<file path="src/hw/rtl/swrl_pkg.sv">
package swrl_pkg;

  localparam int unsigned WindowDef = 10;
  localparam int unsigned RateW     = 24;
  localparam int unsigned BytesW    = 16;
  localparam int unsigned TimeW     = 32;
  localparam int unsigned TotalW    = 20;
  localparam int unsigned DelayW    = 26;
  localparam int unsigned CountW    = 32;
  localparam int unsigned AluW      = 32;
  localparam int unsigned DivSteps  = DelayW;

  // 1000 = 1024 - 16 - 8
  localparam int unsigned MulShA = 10;
  localparam int unsigned MulShB = 4;
  localparam int unsigned MulShC = 3;

  typedef enum logic [1:0] {
    OP_CHECK   = 2'd0,
    OP_SEND    = 2'd1,
    OP_ADVANCE = 2'd2,
    OP_QUERY   = 2'd3
  } op_e;

  typedef enum logic [2:0] {
    ST_IDLE,
    ST_SUM,
    ST_CMP,
    ST_MUL_A,
    ST_MUL_B,
    ST_DIV,
    ST_ELAPSED,
    ST_READY
  } state_e;

  typedef struct packed {
    logic              wr_en;
    logic              advance;
    logic [BytesW-1:0] wr_data;
  } ring_ctrl_t;

endpackage

</file>
<file path="src/hw/rtl/swrl_if.sv">
interface swrl_in_if import swrl_pkg::*; ();
  logic              valid;
  logic              ready;
  op_e               operation;
  logic [BytesW-1:0] packet_bytes;
  logic              is_spawned;
  logic [TimeW-1:0]  now_ms;

  modport source (output valid, operation, packet_bytes, is_spawned, now_ms, input ready);
  modport sink (input valid, operation, packet_bytes, is_spawned, now_ms, output ready);
endinterface

interface swrl_out_if import swrl_pkg::*; ();
  logic              valid;
  logic              ready;
  logic              frame_dropped;
  logic [TotalW-1:0] window_total;
  logic              send_ready;
  logic [DelayW-1:0] send_delay_ms;
  logic [CountW-1:0] suppressed_count;

  modport source (output valid, frame_dropped, window_total, send_ready, send_delay_ms,
                  suppressed_count, input ready);
  modport sink (input valid, frame_dropped, window_total, send_ready, send_delay_ms,
                suppressed_count, output ready);
endinterface

interface swrl_cfg_if import swrl_pkg::*; ();
  logic             valid;
  logic             ready;
  logic [RateW-1:0] rate_bytes_per_sec;

  modport source (output valid, rate_bytes_per_sec, input ready);
  modport sink (input valid, rate_bytes_per_sec, output ready);
endinterface

</file>
<file path="src/hw/rtl/swrl_alu.sv">
module swrl_alu import swrl_pkg::*; (
  input  logic [AluW-1:0] a_i,
  input  logic [AluW-1:0] b_i,
  input  logic            sub_i,
  output logic [AluW:0]   res_o
);

  always_comb begin
    if (sub_i) begin
      res_o = {1'b0, a_i} - {1'b0, b_i};
    end else begin
      res_o = {1'b0, a_i} + {1'b0, b_i};
    end
  end

endmodule

</file>
<file path="src/hw/rtl/swrl_ring.sv">
module swrl_ring import swrl_pkg::*; #(
  parameter int unsigned Window = WindowDef,
  parameter int unsigned IdxW   = (Window > 1) ? $clog2(Window) : 1
) (
  input  logic              clk_i,
  input  logic              rst_ni,
  input  ring_ctrl_t        ctrl_i,
  input  logic [IdxW-1:0]   rd_idx_i,
  output logic [BytesW-1:0] rd_data_o
);

  logic [BytesW-1:0] size_q [Window];
  logic [IdxW-1:0]   slot_q;
  logic [IdxW-1:0]   slot_d;

  always_comb begin
    slot_d = slot_q;
    if (ctrl_i.advance) begin
      if (slot_q == IdxW'(Window - 1)) begin
        slot_d = '0;
      end else begin
        slot_d = slot_q + IdxW'(1);
      end
    end
  end

  always_ff @(posedge clk_i or negedge rst_ni) begin
    if (!rst_ni) begin
      slot_q <= '0;
      for (int i = 0; i < Window; i++) begin
        size_q[i] <= '0;
      end
    end else begin
      slot_q <= slot_d;
      if (ctrl_i.wr_en) begin
        size_q[slot_q] <= ctrl_i.wr_data;
      end
    end
  end

  assign rd_data_o = size_q[rd_idx_i];

endmodule

</file>
<file path="src/hw/rtl/sliding_window_rate_limiter.sv">
// A frame check sums the ring and compares; a record send at nonzero rate
// multiplies and divides; every item then takes the elapsed-time step.
// Throughput: one item at a time; the next item is accepted the cycle after
// the result is registered. The ring sum and the 26-step restoring divide
// both run on one shared 32-bit adder/subtractor.
// Reset (rst_ni, async, active low) clears the ring, pointers, tally and rate.
module sliding_window_rate_limiter import swrl_pkg::*; #(
  parameter int unsigned Window = WindowDef
) (
  input  logic         clk_i,
  input  logic         rst_ni,
  swrl_cfg_if.sink     cfg_i,
  swrl_in_if.sink      in_i,
  swrl_out_if.source   out_o
);

  localparam int unsigned IdxW = (Window > 1) ? $clog2(Window) : 1;
  localparam int unsigned DivW = $clog2(DivSteps);
  localparam int unsigned CntW = (IdxW > DivW) ? IdxW : DivW;

  state_e            state_q, state_d;
  logic [CntW-1:0]   cnt_q, cnt_d;
  logic [RateW-1:0]  rate_q;
  logic [CountW-1:0] drop_q, drop_d;
  logic [TimeW-1:0]  last_q, last_d;
  logic [DelayW-1:0] delay_q, delay_d;
  logic              out_valid_q, out_valid_d;

  logic [BytesW-1:0] bytes_q, bytes_d;
  logic [TimeW-1:0]  now_q, now_d;
  logic [AluW-1:0]   acc_q, acc_d;
  logic [RateW-1:0]  rem_q, rem_d;
  logic [DelayW-1:0] quo_q, quo_d;
  logic [TotalW-1:0] total_q, total_d;
  logic              dropped_q, dropped_d;
  logic              out_dropped_q, out_dropped_d;
  logic [TotalW-1:0] out_total_q, out_total_d;
  logic              out_sready_q, out_sready_d;
  logic [DelayW-1:0] out_delay_q, out_delay_d;
  logic [CountW-1:0] out_count_q, out_count_d;

  logic              in_xfer;
  logic              out_free;
  logic              last_sum;
  logic              last_div;
  logic              cmp_drop;
  logic [RateW:0]    rem_sh;
  logic [AluW-1:0]   alu_a, alu_b;
  logic              alu_sub;
  logic [AluW:0]     alu_res;
  ring_ctrl_t        ring_ctrl;
  logic [BytesW-1:0] ring_rd;

  assign in_xfer  = in_i.valid && in_i.ready;
  assign out_free = !out_valid_q || out_o.ready;
  assign last_sum = (cnt_q == CntW'(Window - 1));
  assign last_div = (cnt_q == CntW'(DivSteps - 1));
  assign rem_sh   = {rem_q, quo_q[DelayW-1]};
  assign cmp_drop = (rate_q != '0) && alu_res[AluW];

  swrl_alu u_alu (
    .a_i   (alu_a),
    .b_i   (alu_b),
    .sub_i (alu_sub),
    .res_o (alu_res)
  );

  swrl_ring #(
    .Window (Window),
    .IdxW   (IdxW)
  ) u_ring (
    .clk_i     (clk_i),
    .rst_ni    (rst_ni),
    .ctrl_i    (ring_ctrl),
    .rd_idx_i  (cnt_q[IdxW-1:0]),
    .rd_data_o (ring_rd)
  );

  always_comb begin
    state_d = state_q;
    case (state_q)
      ST_IDLE: begin
        if (in_xfer) begin
          case (in_i.operation)
            OP_CHECK: state_d = ST_SUM;
            OP_SEND:  state_d = (rate_q != '0) ? ST_MUL_A : ST_ELAPSED;
            default:  state_d = ST_ELAPSED;
          endcase
        end
      end
      ST_SUM:     if (last_sum) state_d = ST_CMP;
      ST_CMP:     state_d = ST_ELAPSED;
      ST_MUL_A:   state_d = ST_MUL_B;
      ST_MUL_B:   state_d = ST_DIV;
      ST_DIV:     if (last_div) state_d = ST_ELAPSED;
      ST_ELAPSED: state_d = ST_READY;
      ST_READY:   if (out_free) state_d = ST_IDLE;
      default:    state_d = ST_IDLE;
    endcase
  end

  always_comb begin
    in_i.ready = (state_q == ST_IDLE);
    alu_a      = '0;
    alu_b      = '0;
    alu_sub    = 1'b0;
    ring_ctrl  = '0;
    case (state_q)
      ST_IDLE: begin
        if (in_xfer && in_i.operation == OP_SEND && rate_q != '0 && in_i.is_spawned) begin
          ring_ctrl.wr_en   = 1'b1;
          ring_ctrl.wr_data = in_i.packet_bytes;
        end
        ring_ctrl.advance = in_xfer && (in_i.operation == OP_ADVANCE);
      end
      ST_SUM: begin
        alu_a = acc_q;
        alu_b = AluW'(ring_rd);
      end
      ST_CMP: begin
        alu_a   = AluW'(rate_q);
        alu_b   = acc_q;
        alu_sub = 1'b1;
        ring_ctrl.wr_en = cmp_drop;
      end
      ST_MUL_A: begin
        alu_a   = AluW'(bytes_q) << MulShA;
        alu_b   = AluW'(bytes_q) << MulShB;
        alu_sub = 1'b1;
      end
      ST_MUL_B: begin
        alu_a   = acc_q;
        alu_b   = AluW'(bytes_q) << MulShC;
        alu_sub = 1'b1;
      end
      ST_DIV: begin
        alu_a   = AluW'(rem_sh);
        alu_b   = AluW'(rate_q);
        alu_sub = 1'b1;
      end
      ST_ELAPSED: begin
        alu_a   = now_q;
        alu_b   = last_q;
        alu_sub = 1'b1;
      end
      ST_READY: begin
        alu_a   = acc_q;
        alu_b   = AluW'(delay_q);
        alu_sub = 1'b1;
      end
      default: begin
        alu_a = '0;
      end
    endcase
  end

  always_comb begin
    cnt_d         = cnt_q;
    drop_d        = drop_q;
    last_d        = last_q;
    delay_d       = delay_q;
    out_valid_d   = out_valid_q;
    bytes_d       = bytes_q;
    now_d         = now_q;
    acc_d         = acc_q;
    rem_d         = rem_q;
    quo_d         = quo_q;
    total_d       = total_q;
    dropped_d     = dropped_q;
    out_dropped_d = out_dropped_q;
    out_total_d   = out_total_q;
    out_sready_d  = out_sready_q;
    out_delay_d   = out_delay_q;
    out_count_d   = out_count_q;

    if (out_valid_q && out_o.ready) begin
      out_valid_d = 1'b0;
    end

    case (state_q)
      ST_IDLE: begin
        if (in_xfer) begin
          bytes_d   = in_i.packet_bytes;
          now_d     = in_i.now_ms;
          acc_d     = '0;
          cnt_d     = '0;
          total_d   = '0;
          dropped_d = 1'b0;
          if (in_i.operation == OP_SEND) begin
            last_d = in_i.now_ms;
            if (rate_q == '0) begin
              delay_d = '0;
            end
          end
        end
      end
      ST_SUM: begin
        acc_d = alu_res[AluW-1:0];
        cnt_d = cnt_q + CntW'(1);
      end
      ST_CMP: begin
        total_d = acc_q[TotalW-1:0];
        if (cmp_drop) begin
          dropped_d = 1'b1;
          drop_d    = drop_q + CountW'(1);
        end
      end
      ST_MUL_A: begin
        acc_d = alu_res[AluW-1:0];
      end
      ST_MUL_B: begin
        quo_d = alu_res[DelayW-1:0];
        rem_d = '0;
        cnt_d = '0;
      end
      ST_DIV: begin
        cnt_d = cnt_q + CntW'(1);
        if (!alu_res[AluW]) begin
          rem_d = alu_res[RateW-1:0];
          quo_d = {quo_q[DelayW-2:0], 1'b1};
        end else begin
          rem_d = rem_sh[RateW-1:0];
          quo_d = {quo_q[DelayW-2:0], 1'b0};
        end
        if (last_div) begin
          delay_d = quo_d;
        end
      end
      ST_ELAPSED: begin
        acc_d = alu_res[AluW-1:0];
      end
      ST_READY: begin
        if (out_free) begin
          out_valid_d   = 1'b1;
          out_dropped_d = dropped_q;
          out_total_d   = total_q;
          out_sready_d  = !alu_res[AluW];
          out_delay_d   = delay_q;
          out_count_d   = drop_q;
        end
      end
      default: begin
        cnt_d = '0;
      end
    endcase
  end

  always_ff @(posedge clk_i or negedge rst_ni) begin
    if (!rst_ni) begin
      state_q     <= ST_IDLE;
      cnt_q       <= '0;
      rate_q      <= '0;
      drop_q      <= '0;
      last_q      <= '0;
      delay_q     <= '0;
      out_valid_q <= 1'b0;
    end else begin
      state_q     <= state_d;
      cnt_q       <= cnt_d;
      drop_q      <= drop_d;
      last_q      <= last_d;
      delay_q     <= delay_d;
      out_valid_q <= out_valid_d;
      if (cfg_i.valid && cfg_i.ready) begin
        rate_q <= cfg_i.rate_bytes_per_sec;
      end
    end
  end

  always_ff @(posedge clk_i) begin
    bytes_q       <= bytes_d;
    now_q         <= now_d;
    acc_q         <= acc_d;
    rem_q         <= rem_d;
    quo_q         <= quo_d;
    total_q       <= total_d;
    dropped_q     <= dropped_d;
    out_dropped_q <= out_dropped_d;
    out_total_q   <= out_total_d;
    out_sready_q  <= out_sready_d;
    out_delay_q   <= out_delay_d;
    out_count_q   <= out_count_d;
  end

  assign cfg_i.ready            = 1'b1;
  assign out_o.valid            = out_valid_q;
  assign out_o.frame_dropped    = out_dropped_q;
  assign out_o.window_total     = out_total_q;
  assign out_o.send_ready       = out_sready_q;
  assign out_o.send_delay_ms    = out_delay_q;
  assign out_o.suppressed_count = out_count_q;

endmodule

</file>
<file path="src/flat_wrapper.sv">
// flat-port wrapper written by rule: the top's interface ports become plain ports
module sliding_window_rate_limiter_flat import swrl_pkg::*;
#(
  parameter int unsigned Window = WindowDef
)
  (clk_i, rst_ni, cfg_i_valid, cfg_i_rate_bytes_per_sec, cfg_i_ready, in_i_valid, in_i_operation, in_i_packet_bytes, in_i_is_spawned, in_i_now_ms, in_i_ready, out_o_valid, out_o_frame_dropped, out_o_window_total, out_o_send_ready, out_o_send_delay_ms, out_o_suppressed_count, out_o_ready);
  swrl_cfg_if cfg_i_i ();
  swrl_in_if in_i_i ();
  swrl_out_if out_o_i ();
  input  logic clk_i;
  input  logic rst_ni;
  input wire logic [$bits(cfg_i_i.valid)-1:0] cfg_i_valid;
  input wire logic [$bits(cfg_i_i.rate_bytes_per_sec)-1:0] cfg_i_rate_bytes_per_sec;
  output wire logic [$bits(cfg_i_i.ready)-1:0] cfg_i_ready;
  input wire logic [$bits(in_i_i.valid)-1:0] in_i_valid;
  input wire logic [$bits(in_i_i.operation)-1:0] in_i_operation;
  input wire logic [$bits(in_i_i.packet_bytes)-1:0] in_i_packet_bytes;
  input wire logic [$bits(in_i_i.is_spawned)-1:0] in_i_is_spawned;
  input wire logic [$bits(in_i_i.now_ms)-1:0] in_i_now_ms;
  output wire logic [$bits(in_i_i.ready)-1:0] in_i_ready;
  output wire logic [$bits(out_o_i.valid)-1:0] out_o_valid;
  output wire logic [$bits(out_o_i.frame_dropped)-1:0] out_o_frame_dropped;
  output wire logic [$bits(out_o_i.window_total)-1:0] out_o_window_total;
  output wire logic [$bits(out_o_i.send_ready)-1:0] out_o_send_ready;
  output wire logic [$bits(out_o_i.send_delay_ms)-1:0] out_o_send_delay_ms;
  output wire logic [$bits(out_o_i.suppressed_count)-1:0] out_o_suppressed_count;
  input wire logic [$bits(out_o_i.ready)-1:0] out_o_ready;
  assign cfg_i_i.valid = cfg_i_valid;
  assign cfg_i_i.rate_bytes_per_sec = cfg_i_rate_bytes_per_sec;
  assign cfg_i_ready = cfg_i_i.ready;
  assign in_i_i.valid = in_i_valid;
  assign in_i_i.operation = in_i_operation;
  assign in_i_i.packet_bytes = in_i_packet_bytes;
  assign in_i_i.is_spawned = in_i_is_spawned;
  assign in_i_i.now_ms = in_i_now_ms;
  assign in_i_ready = in_i_i.ready;
  assign out_o_valid = out_o_i.valid;
  assign out_o_frame_dropped = out_o_i.frame_dropped;
  assign out_o_window_total = out_o_i.window_total;
  assign out_o_send_ready = out_o_i.send_ready;
  assign out_o_send_delay_ms = out_o_i.send_delay_ms;
  assign out_o_suppressed_count = out_o_i.suppressed_count;
  assign out_o_i.ready = out_o_ready;
  sliding_window_rate_limiter #(.Window(Window)) u_core (.clk_i(clk_i), .rst_ni(rst_ni), .cfg_i(cfg_i_i), .in_i(in_i_i), .out_o(out_o_i));
endmodule
</file>
<file path="config.mk">
export PLATFORM = sky130hd
export DESIGN_NAME = sliding_window_rate_limiter_flat
export DESIGN_NICKNAME = d
export VERILOG_FILES = /design/src/hw/rtl/swrl_pkg.sv /design/src/hw/rtl/swrl_if.sv /design/src/hw/rtl/swrl_alu.sv /design/src/hw/rtl/swrl_ring.sv /design/src/hw/rtl/sliding_window_rate_limiter.sv /design/src/flat_wrapper.sv
export SDC_FILE = /design/constraint.sdc
export NUM_CORES = 1
export LEC_CHECK = 0
export CAP_MARGIN = 10
export CORE_MARGIN = 1.5
export CORE_UTILIZATION = 60
export DETAILED_ROUTE_END_ITERATION = 6
export DONT_BUFFER_PORTS = 1
export PLACE_DENSITY_LB_ADDON = 0.3
export SYNTH_ARGS = -nofsm -noshare
export SYNTH_HDL_FRONTEND = slang
export SYNTH_SLANG_ARGS = --single-unit
</file>
<file path="constraint.sdc">
create_clock -name clk_i -period 8.81 [get_ports clk_i]
set_input_delay 2.643 -clock clk_i [delete_from_list [all_inputs] [get_ports clk_i]]
set_output_delay 2.643 -clock clk_i [all_outputs]
set_load 0.1 [all_outputs]
</file>
==> impl_metrics.py, run 1 <==
metrics = {
    "logic_synthesis": {
        "synth_edf_count": 231,
        "avgSynthCellArea_um2": 12.5,
        "netlist_area_um2": 24800,
        "yosysSeqAreaShare_pct": 56.8,
        "synth_nets": 2108,
        "synthCells": 1991,
        "synth-seq-cells": 518,
        "synthFlopType": "dfrtp_1",
        "yosys_warnings": 0,
        "synth.distinct_cells": 77,
        "synthArstFlopShare_pct": 55.4,
    },
    "die": {
        "die_area_um2": 42600,
        "io_pins": 163,
        "die_w_um": 206,
        "core-area_um2": 40800,
        "die_h_um": 206,
        "start_util_pct": 60.8,
        "rows": 74,
    },
    "sta": {
        "skew_ns": 0.0225,
        "min_period_ns": 7.64,
        "hold_violations": 0,
        "setup-violations-final": 0,
        "rsz0062_at_grt": "false",
        "relSlewSlack_pct": 17.9,
        "post-route-period-util_pct": 86.7,
        "fmax_mhz": 131,
        "setup-tns-final_ns": 0,
        "worstMarginPinSlew_ns": 1.23,
        "slew_violations": 0,
    },
    "cts": {
        "cts.sinks": 518,
        "cts_tree": "done",
        "holdBufCountCts": 0,
        "cts-root-buf": "clkbuf_16",
        "clkLatencyLatePin_ns": 0.61,
        "cts_max_level": 2,
        "clk_pin_slew_ns": 0.07,
        "cts-buffers-inserted": 53,
        "cts.repair.resized": 0,
        "cts_buffer_depth": 3,
        "postCtsSetupBuffers": 0,
    },
    "cells_and_area": {
        "final_util_pct": 65.9,
        "fillers": 2977,
        "design_area_um2": 26900,
        "regArea_um2": 14100,
        "nets": 2050,
        "multiInputGateArea_um2": 10100,
        "drive_gt1_share_pct": 14.2,
        "area_growth_pct": 8.36,
    },
    "routing": {
        "drt-pass1-iter-count": 5,
        "routed_wl_um": 65700,
        "drcViolationCount": 0,
        "dr_total_vias": 16886,
        "ant_nets": 0,
        "drt-initial-drc-count": 1762,
        "drt-wirelength-per-cell_um": 26.1,
        "via_per_inst": 6.72,
    },
    "placement": {
        "place_hpwl_um": 45700,
        "place_area_um2": 25200,
        "portBuffers": 0,
        "gp_congestion": 0.922,
    },
    "setup_path": {
        "crit_path_end_kind": "flip-flop",
        "crit_arrival_ns": 8.12,
        "critPathLaunchType": "flip-flop",
        "critPathKind": "reg -> reg",
        "required_ns": 9.29,
        "crit_fanout": 59,
    },
    "global_routing": {
        "grt_pass1_wl_um": 100000,
        "grt_pass1_vias": 16271,
        "antenna_found_initial": 7,
        "globalRoute.totalOverflow": 0,
        "grt_start_max_net_pins": 288,
        "grt_util_all_layers_pct": 31.3,
    },
    "flow_run": {
        "cap_violations": 0,
    },
    "min_path": {
        "min_path_type": "reg -> reg",
    },
    "outcome": {
        "status": "complete, no violations",
    },
}
[flip-flops by register name, indices dropped and copies added, names as in the netlist, 26 cells and up]
register                       cells
u_core.u_ring.size_q             160
u_core.acc_q                      32
u_core.drop_q                     32
u_core.last_q                     32
u_core.now_q                      32
u_core.out_o.suppressed_count     32
u_core.delay_q                    26
u_core.out_o.send_delay_ms        26
u_core.quo_q                      26
[kinds of logic after synthesis]
family / count (synthesis) / share of synthesized area [%]
AOI/OAI and AO/OA: 559 / 16.5
xor gates and xnor gates: 77 / 2.71
adders and majority gates: 37 / 1.89
buffers and inverters: 163 / 2.77
DFF: 518 / 56.8
muxes: 198 / 10.6
other: 1 / 0.0151
and+or+nand+nor: 438 / 8.69
[area by class of cell]
type,count,share of cell area [%]
Multi-Input combinational cell,1310,37.4
Inverter,17,0.237
Timing Repair Buffer,33,0.953
Clock inverter,31,1.01
Antenna cell,3,0.0279
Clock buffer,68,5.40
Sequential cell,518,52.5
Tap cell,532,2.47
[per-layer routing]
metal | wire length [µm] | global-route usage (%) | up-vias
met5 | 50 | 0 | -
met4 | 1770 | 9.78 | 8
met3 | 5120 | 5.74 | 104
met2 | 30300 | 47.6 | 706
met1 | 28400 | 45.7 | 8580
li1 | - | - | 7488
[cells in the final DEF, fill, tap and decap left out, types with 13 or more instances in the layout]
cell type	Yosys	final
a211oi_1	33	33
a21o_1	32	32
a21oi_1	91	91
a22o_1	196	196
a22oi_1	14	14
and2_1	23	23
and3_1	13	13
buf_4	4	31
clkbuf_16	0	53
dfrtp_1	287	282
edfxtp_1	231	231
ha_1	36	36
inv_1	16	14
mux2_2	92	92
mux2i_1	65	65
mux4_2	37	37
nand2_1	115	115
nand2b_1	18	18
nand3_1	62	62
nand4_1	18	18
nor2_1	107	105
nor2b_1	26	26
o21ai_0	82	82
o31ai_1	25	25
xnor2_1	50	50
xor2_1	27	27
[final timing paths]
path | startpoint | to | slack (ns) | cells after the start
max reg2reg | u_core.state_q[2]$_DFFE_PN0P_ | u_core.u_ring.size_q[99]$_DFFE_PN0P_ | 1.17 | 21
min in group asynchronous | rst_ni | u_core.delay_q[5]$_DFFE_PN0P_ | 1.75 | 0
min reg2reg | u_core.total_q[9]$_SDFFCE_PP0P_ | u_core.out_o.window_total[9]$_DFFE_PP_ | 0.42 | 0
max | u_core.state_q[2]$_DFFE_PN0P_ | u_core.u_ring.size_q[99]$_DFFE_PN0P_ | 1.17 | 21
min | u_core.total_q[9]$_SDFFCE_PP0P_ | u_core.out_o.window_total[9]$_DFFE_PP_ | 0.42 | 0
max in group asynchronous | rst_ni | u_core.u_ring.size_q[126]$_DFFE_PN0P_ | 6.62 | 0
[cell usage after synthesis, drive strengths merged (4+ instances only)]
library cell	count	area (µm²)
mux2	92	1040
xor2	27	236
o21a	8	60.1
or2	5	31.3
nand3b	4	30.0
nor4	8	50.1
a22oi	14	105
nor3	14	80.1
o21ai	83	415
nand2	115	432
o22ai	11	68.8
nor2b	26	163
a21oi	92	464
or3	5	31.3
xnor2	50	438
edfxtp	231	6940
nand3	62	310
a21o	32	240
dfrtp	287	7180
o221ai	4	35.0
o211ai	7	52.6
buf	81	380
mux2i	65	651
nand2b	18	113
a22o	196	1720
a31oi	8	56.3
o22a	7	61.3
a221oi	4	35.0
and2	23	144
mux4	41	938
clkbuf	65	244
ha	36	450
o31a	6	61.3
nand4	18	113
o31ai	27	221
a211oi	35	273
and3	13	81.3
nor2	107	402
and3b	9	78.8
inv	16	60.1
[per-stage QoR]
step	hold slack [ns]	instances	setup WS, ns
3_3_place_gp	0.405	2406	1.52
6_report	0.416	2512	1.17
5_1_grt	0.430	2510	0.788
3_5_place_dp	0.405	2406	1.34
2_1_floorplan	0.400	1991	2.26
4_1_cts	0.419	2505	1.27
[critical path: stages, from the launching register on]
cell	delay (ns)
dfrtp_4	0.89
buf_4	0.43
mux2_2	0.39
a21oi_1	0.16
a21oi_1	0.07
a21oi_1	0.35
ha_1	0.29
o211ai_1	0.12
nor4b_1	0.62
nand4b_1	0.26
o21a_1	0.43
nor2b_1	0.22
ha_1	0.30
nand2_1	0.12
o21ai_0	0.13
a221o_1	0.41
a221o_1	0.32
a31oi_2	0.34
o311ai_4	0.24
a211oi_2	0.36
nand3_1	0.57
a22o_1	0.45
Power of run 1 is not shown: default switching activity piles up to over one toggle a cycle in this logic, so the estimate is an artifact.
==> run 2: changes to the inputs <==
Settings changed: CTS_BUF_LIST from default to sky130_fd_sc_hd__clkbuf_2 sky130_fd_sc_hd__clkbuf_4 sky130_fd_sc_hd__clkbuf_8, HOLD_SLACK_MARGIN from default to 0.02.
==> run 2 against run 1 <==
  * The flow now finishes with violations (DRC)
  * Critical path depth is the same
  * Register-to-register slack is essentially flat
  * Utilization grew 0.34 points
  * Worst hold slack is essentially flat
  * Clock skew grew 0.0055 ns
  * Maximum frequency shrank 0.14%
  * Non-clock buffer count is the same
  * Worst setup slack lost 0.010 ns
  * Final area grew 0.52%
  * Routed wire length grew 0.49%
  * Global-route usage grew 0.088 points
  * Sequential share of layout area shrank 0.27 points
==> impl_metrics.py, run 2 (synthesis gave the netlist of run 1 again) <==
metrics = {
    "cells_and_area": {
        "largest_reg_flops": 160,
        "top_register": "u_core.u_ring.size_q",
        "final_common_cell": "dfrtp_1",
        "drive_gt1_share_pct": 17.0,
        "nets": 2082,
        "area_growth_pct": 8.92,
        "layout_common_cells": "dfrtp_1 (282), edfxtp_1 (231), a22o_1 (196), nand2_1 (115), nor2_1 (105)",
    },
    "routing": {
        "drt-pass1-iter-count": 7,
        "routed_wl_um": 66000,
        "dr_total_vias": 17169,
        "drt-wirelength-per-cell_um": 25.6,
        "ant_nets": 0,
        "via_per_inst": 6.67,
        "drcViolationCount": 4,
        "drt-initial-drc-count": 1679,
    },
    "global_routing": {
        "grt_pass1_vias": 16467,
        "grt_pass1_wl_um": 99900,
        "antenna_found_initial": 8,
        "grt_util_all_layers_pct": 31.4,
        "grt_start_max_net_pins": 288,
        "globalRoute.totalOverflow": 0,
    },
    "cts": {
        "cts_max_level": 3,
        "cts.sinks": 518,
        "cts_tree": "done",
        "cts-root-buf": "clkbuf_8",
        "clkLatencyLatePin_ns": 0.68,
        "holdBufCountCts": 0,
        "postCtsSetupBuffers": 0,
        "clk_pin_slew_ns": 0.06,
        "cts_buffer_depth": 3,
        "cts-buffers-inserted": 85,
        "cts.repair.resized": 0,
    },
    "min_path": {
        "min-delay-start": "u_core.total_q[9]$_SDFFCE_PP0P_",
        "min_to": "u_core.out_o.window_total[9]$_DFFE_PP_",
        "min_path_type": "reg -> reg",
        "hold_depth": 0,
    },
    "die": {
        "core-area_um2": 40800,
        "start_util_pct": 60.8,
        "rows": 74,
        "die_h_um": 206,
        "die_area_um2": 42600,
        "die_w_um": 206,
        "io_pins": 163,
    },
    "sta": {
        "skew_ns": 0.0280,
        "relSlewSlack_pct": 18.9,
        "min_period_ns": 7.65,
        "worstMarginPinSlew_ns": 1.21,
        "setup-violations-final": 0,
        "post-route-period-util_pct": 86.9,
        "setup-tns-final_ns": 0,
        "hold_violations": 0,
        "slew_violations": 0,
        "rsz0062_at_grt": "false",
        "fmax_mhz": 131,
    },
    "setup_path": {
        "reg2reg_setup_slack_ns": 1.16,
        "regToRegStartpoint": "u_core.state_q[2]$_DFFE_PN0P_",
        "crit_fanout": 59,
        "required_ns": 9.36,
        "crit_path_end_kind": "flip-flop",
        "crit_chain": "buf_4 > mux2_2 > a21oi_1 > a21oi_1 > a21oi_1 > ha_1 > o211ai_1 > nor4b_1 > nand4b_1 > o21a_1 > nor2b_1 > ha_1 > nand2_1 > o21ai_0 > a221o_1 > a221o_1 > a31oi_2 > o311ai_4 > a21oi_1 > nand3_1 > a22o_1",
        "cp_slowest_cell": "dfrtp_4",
        "path_common_cell": "a21oi_1",
        "critPathKind": "reg -> reg",
        "r2r_cells": 21,
        "critPathLaunchType": "flip-flop",
        "crit_arrival_ns": 8.20,
        "slowest_delay_ns": 0.88,
        "r2r-end": "u_core.u_ring.size_q[44]$_DFFE_PN0P_",
        "setup.worst_path.start": "u_core.state_q[2]$_DFFE_PN0P_",
    },
    "placement": {
        "portBuffers": 0,
        "place_hpwl_um": 45700,
        "gp_congestion": 0.922,
    },
    "flow_run": {
        "cap_violations": 0,
    },
    "outcome": {
        "violations": "DRC",
        "status": "finished, violations left",
    },
}
## run 2: cell types whose count changed in the layout (fill, tap and decap cells not counted), sizes merged
cell      delta
clkbuf      +60
diode        +6
clkinv       -1
clkinvlp     -2
inv          -1
bufinv       +1
## run 2: routing by layer
| metal | wire length [µm] | vias up | track usage, % |
|---|---|---|---|
| li1 | - | 7572 | - |
| met1 | 28200 | 8687 | 44.5 |
| met2 | 29700 | 757 | 46.6 |
| met3 | 5650 | 147 | 7.79 |
| met4 | 2340 | 6 | 12.1 |
| met5 | 35 | - | 0 |
## run 2: cell type report
class,count,area (µm²)
sequential,518,14100
fill,2954,13800
multi-input combinational,1310,10100
clock buffer,128,1580
tap,532,666
clock inverter,28,269
timing repair buffer,33,256
inverter,17,63.8
antenna,9,22.5
## run 2: worst max-delay path by stage
stage	endpoint	slack, ns	depth (start not counted)
floorplan	u_core.out_o.frame_dropped$_DFFE_PP_	2.26	2
detailed placement	u_core.u_ring.size_q[40]$_DFFE_PN0P_	1.34	21
CTS	u_core.u_ring.size_q[40]$_DFFE_PN0P_	1.30	21
global route	u_core.u_ring.size_q[39]$_DFFE_PN0P_	0.80	21
finish	u_core.u_ring.size_q[44]$_DFFE_PN0P_	1.16	21
global placement	u_core.u_ring.size_q[37]$_DFFE_PN0P_	1.52	21
## run 2: per-stage QoR
stage	hold WS [ns]	cell area (µm²)	utilization, %	std cells	setup WS (ns)
after CTS	0.418	27000	66.1	2562	1.30
after floorplan	0.400	24800	-	1991	2.26
after global placement	0.405	25200	61.6	2406	1.52
final	0.417	27100	66.3	2575	1.16
after detailed placement	0.405	25200	61.6	2406	1.34
after global routing	0.427	27000	66.2	2569	0.795
## run 2: critical path, delay by kind of cell, from the launching register on
family | cells | cell delay [ns]
and+or+nand+nor | 5 | 1.79
muxes | 1 | 0.39
AOI/OAI and AO/OA | 12 | 3.43
adders and majority gates | 2 | 0.58
DFF | 1 | 0.88
buffers and inverters | 1 | 0.42
Power of run 2 is left out for the same reason.
